`src/rtl/core/utf8d_pkg.sv`:
```
// Shared types and constants for the lenient UTF-8 decoder.
package utf8d_pkg;

  localparam int BYTE_W = 8;
  localparam int CP_W   = 21;
  localparam int DUE_W  = 2;

  localparam logic [CP_W-1:0] REPLACEMENT = 21'h00FFFD;

  // Decoder state carried between bytes.
  typedef struct packed {
    logic [CP_W-1:0]  partial_point;
    logic [DUE_W-1:0] bytes_due;
  } utf8d_state_t;

  // One decode step's result.
  typedef struct packed {
    logic            emit;
    logic [CP_W-1:0] code_point;
    logic            last;
  } utf8d_res_t;

endpackage

```
`src/rtl/core/utf8d_step.sv`:
```
// Combinational decode step: one byte against the current sequence state.
module utf8d_step (
  input  utf8d_pkg::utf8d_state_t       state,
  input  logic [utf8d_pkg::BYTE_W-1:0]  data_byte,
  input  logic                          block_end,
  output utf8d_pkg::utf8d_state_t       state_next,
  output utf8d_pkg::utf8d_res_t         res
);
  import utf8d_pkg::*;

  logic [CP_W-1:0] shifted;

  assign shifted = {state.partial_point[CP_W-7:0], data_byte[5:0]};

  always_comb begin
    state_next = state;
    res        = '0;
    if (state.bytes_due != '0) begin
      // Any byte counts as a continuation here; low six bits only.
      if (state.bytes_due == DUE_W'(1)) begin
        state_next     = '0;
        res.emit       = 1'b1;
        res.code_point = shifted;
        res.last       = block_end;
      end else if (block_end) begin
        state_next     = '0;
        res.emit       = 1'b1;
        res.code_point = REPLACEMENT;
        res.last       = 1'b1;
      end else begin
        state_next.partial_point = shifted;
        state_next.bytes_due     = state.bytes_due - DUE_W'(1);
      end
    end else begin
      case (data_byte) inside
        [8'h00:8'h7F]: begin
          res.emit       = 1'b1;
          res.code_point = CP_W'(data_byte);
          res.last       = block_end;
        end
        [8'hC0:8'hDF]: begin
          state_next.partial_point = CP_W'(data_byte[4:0]);
          state_next.bytes_due     = DUE_W'(1);
        end
        [8'hE0:8'hEF]: begin
          state_next.partial_point = CP_W'(data_byte[3:0]);
          state_next.bytes_due     = DUE_W'(2);
        end
        [8'hF0:8'hF7]: begin
          state_next.partial_point = CP_W'(data_byte[2:0]);
          state_next.bytes_due     = DUE_W'(3);
        end
        default: begin
          // stray continuation or invalid lead
          res.emit       = 1'b1;
          res.code_point = REPLACEMENT;
          res.last       = block_end;
        end
      endcase
      // lead byte that opens a sequence right at the end of the block
      if (block_end && !res.emit) begin
        state_next     = '0;
        res.emit       = 1'b1;
        res.code_point = REPLACEMENT;
        res.last       = 1'b1;
      end
    end
  end

endmodule

```
`src/rtl/core/lenient_utf8_decoder.sv`:
```
// Top level of the lenient UTF-8 decoder: input register, decode step, result register.
// A byte passes through the input register and then the result register on its way to the output.
// Throughput: one byte per cycle; the single decode step between the input register
//   and the result register sets that figure, and stalls only when a result waits.
// Bytes that leave a sequence open give no output transaction.
// Reset (rst, synchronous, active high) empties both registers and clears the
//   partial code point and the continuation count.
module lenient_utf8_decoder (
  input  logic                          clk,
  input  logic                          rst,
  input  logic                          in_valid,
  output logic                          in_stall,
  input  logic [utf8d_pkg::BYTE_W-1:0]  data_byte,
  input  logic                          block_end,
  output logic                          out_valid,
  input  logic                          out_stall,
  output logic [utf8d_pkg::CP_W-1:0]    code_point,
  output logic                          last_of_block
);
  import utf8d_pkg::*;

  // Input register.
  logic              in_full;
  logic [BYTE_W-1:0] in_byte;
  logic              in_end;

  // Sequence state.
  utf8d_state_t state;
  utf8d_state_t state_next;
  utf8d_res_t   res;

  // The pipeline moves whenever the result register is free or being drained.
  logic advance;
  logic in_take;

  assign advance  = !(out_valid && out_stall);
  assign in_stall = in_full && !advance;
  assign in_take  = in_valid && !in_stall;

  utf8d_step u_step (
    .state      (state),
    .data_byte  (in_byte),
    .block_end  (in_end),
    .state_next (state_next),
    .res        (res)
  );

  always_ff @(posedge clk) begin
    if (rst) begin
      in_full <= 1'b0;
    end else if (in_take) begin
      in_full <= 1'b1;
    end else if (advance) begin
      in_full <= 1'b0;
    end
  end

  // Payload of the input transaction needs no reset.
  always_ff @(posedge clk) begin
    if (in_take) begin
      in_byte <= data_byte;
      in_end  <= block_end;
    end
  end

  // State advances only when the held byte is decoded into the result stage.
  always_ff @(posedge clk) begin
    if (rst) begin
      state <= '0;
    end else if (advance && in_full) begin
      state <= state_next;
    end
  end

  // Result register: loads a code point, or empties when a byte emits nothing.
  always_ff @(posedge clk) begin
    if (rst) begin
      out_valid <= 1'b0;
    end else if (advance) begin
      out_valid <= in_full && res.emit;
    end
  end

  always_ff @(posedge clk) begin
    if (advance && in_full && res.emit) begin
      code_point    <= res.code_point;
      last_of_block <= res.last;
    end
  end

endmodule

```
`config.mk`:
```
export PLATFORM = sky130hd
export DESIGN_NAME = lenient_utf8_decoder
export DESIGN_NICKNAME = d
export VERILOG_FILES = /design/src/rtl/core/utf8d_pkg.sv /design/src/rtl/core/utf8d_step.sv /design/src/rtl/core/lenient_utf8_decoder.sv
export SDC_FILE = /design/constraint.sdc
export NUM_CORES = 1
export LEC_CHECK = 0
export BUFFER_PORTS_ARGS = -buffer_cell sky130_fd_sc_hd__buf_2
export CORE_MARGIN = 4
export CORE_UTILIZATION = 25
export DETAILED_ROUTE_END_ITERATION = 8
export HOLD_SLACK_MARGIN = 0.06
export PLACE_DENSITY_LB_ADDON = 0.08
export SYNTH_ARGS = -nofsm -noshare
export SYNTH_HDL_FRONTEND = slang
export SYNTH_HIERARCHICAL = 1
export SYNTH_SLANG_ARGS = --single-unit
```
`constraint.sdc`:
```
create_clock -name clk -period 3.9 [get_ports clk]
set_input_delay 0.78 -clock clk [delete_from_list [all_inputs] [get_ports clk]]
set_output_delay 0.78 -clock clk [all_outputs]
set_load 0.1 [all_outputs]
```
==> metrics.md <==
| Metric | Value |
|---|---|
| Status | `finished clean` |
| Starting density of the core | `25.93%` |
| N_diodes | `0` |
| Syn nets | `between 200 and 250` |
| Sequential Area | `1311 um^2` |
| Resized cells post-CTS | `0` |
| Syn Inst Count | `roughly 210` |
| # IOs | `37` |
| Multi-input gate area | `between 900 and 1000 um^2` |
| Total GRT Usage | `under 10%` |
| Worst hold path type | `flop to flop` |
| Setup violations, final | `0` |
| Nets | `~260` |
| DR WL/cell | `~14 um` |
| Post-route cell area | `2759 um^2` |
| Routed metal-1 wire length | `~2500 um` |
| Critical path capture point type | `flop` |
| CTS clk-pin slew, worst paths | `90 ps` |
| Core footprint | `roughly 9300 um^2` |
| Clock Skews | `10.68 ps` |
| Met2 wire length | `approximately 2500 um` |
| R2R Setup Slk | `around 1100 ps` |
| CP max FO | `15` |
| Number of global-route vias before repair | `between 1500 and 2000` |
| Port bufs | `36` |
| H-tree levels | `2` |
| Total CTS buffers | `5` |
| Layout cell share with drive strength beyond 1 | `a little over a fifth` |
| CP Data Required Time | `~4000 ps` |
| Via density | `roughly 4.3` |
| Clock Latency Late Sink | `slightly above 300 ps` |
| Synth-to-Final Area Change | `14.07%` |
| RSZ-0062 raised after global routing | `false` |
| HPWL after DPL | `between 3000 and 4000 um` |
| Initial antenna violation count | `0` |
| Max-cap viol count | `0` |
| First-pass GRT wire length | `roughly 8600 um` |
| Hold_buf cts | `0` |
| Max VDD drop | `around 0.14 mV` |
| Least-Margin Pin Slew | `804.6 ps` |
| Pin count of the biggest net entering global routing | `37` |
| Sink Count | `50` |
| Pwr dens | `between 400 and 500 nW/um^2` |
| Final Wtd Congestion | `approximately 0.7` |
| CTS Buffer Depth | `2` |
| Fmax | `360.8 MHz` |
| Setup Crit Path Kind | `flop to flop` |
| Metal3 WL | `roughly 160 um` |
| Post-Route WL | `5274 um` |
| Rel. slew slack | `between 40% and 50%` |
| Worst setup SP type | `flop` |
| CTS tree | `built` |
| ANT nets after route | `0` |
| Worst path arrival time | `about 2800 ps` |
| Slew Limit Fails | `0` |
| Min Tclk post-route | `2772 ps` |
| Residual DRC | `0` |
| # rows | `35` |
| Post-placement cell area | `2664 um^2` |
| Commonest non-fill, non-tap cells in the layout | `nand2b_1 (36), buf_2 (36), edfxtp_1 (31)` |
| Post-CTS setup buffers | `0` |
| Vias | `approximately 1600` |
| Die Y | `~110 um` |
| Top layer in use | `met4` |
| Congestion Overflow GR | `0` |
| Final worst-path cycle share | `between 70% and 80%` |
| TritonRoute pass-1 iters | `4` |
| Hold violation count in the final report | `0` |
| 1st-iter DRT viols | `a little over 80` |
| Root Buffer Master | `clkbuf_8` |
| Setup TNS | `0 ps` |
| Leak Pwr | `1.014 nW` |
| Synth Cell Area | `around 2400 um^2` |
| Die ar. | `approximately 11000 um^2` |
| Fillcell total | `roughly 970` |
| Die W | `106.4 um` |
| Synth Warn # | `6` |
| Post-Syn Area per Cell | `between 10 and 15 um^2` |
[area by class of cell]
type	instances	share of cell area, %
inverter	6	0.8163
sequential	50	47.53
multi-input combinational	140	35.56
timing repair buffer	37	6.803
tap	129	5.850
clock inverter	2	0.4535
clock buffer	6	2.993
[per-stage QoR]
stage / util [%] / setup WS [ps] / std cells / hold slack, ps / total power [mW]
after floorplan: - / 960.4 / 211 / 457.2 / 0.7950
after global placement: 28.56 / 1211 / 362 / 483.4 / 0.8293
after detailed placement: 28.56 / 1152 / 362 / 487.8 / 0.8275
after CTS: 29.58 / 1129 / 370 / 501.4 / 1.156
after global routing: 29.58 / 864.4 / 370 / 525.4 / 1.193
final: 29.58 / 1128 / 370 / 497.4 / 1.138
[critical path, stage by stage (launching register included)]
cell	delay, ps
dfxtp_1	420
inv_1	60
ha_1	320
nor2b_1	530
nor2_1	250
nand2_1	130
nand2_1	90
a21oi_2	350
buf_4	320
[metal layers]
metal | vias to the layer above | GRT usage (%)
met3 | 6 | 2.064
met2 | 25 | 15.93
met5 | - | 0
li1 | 807 | -
met1 | 766 | 12.54
met4 | 0 | 3.330
[report_power, final]
part | switching [mW] | total, mW | internal, mW
combinational | 0.157 | 0.208 | 0.0506
clock | 0.183 | 0.327 | 0.143
sequential | 0.0152 | 0.603 | 0.588
[final timing paths]
check,startpoint,end,depth (start not counted)
setup / recovery,state[0],code_point[10],8
hold reg to reg,state[1],state[1],2
setup reg to reg,state[0],code_point[10],8
hold / removal,state[1],state[1],2
[registers in the layout, summed over array words and instances (netlist names)]
signal and count:
in_end 1, out_valid 1, code_point 21, last_of_block 1, in_byte 8, in_full 1
state 17
Power figures use the tool's default switching activity.
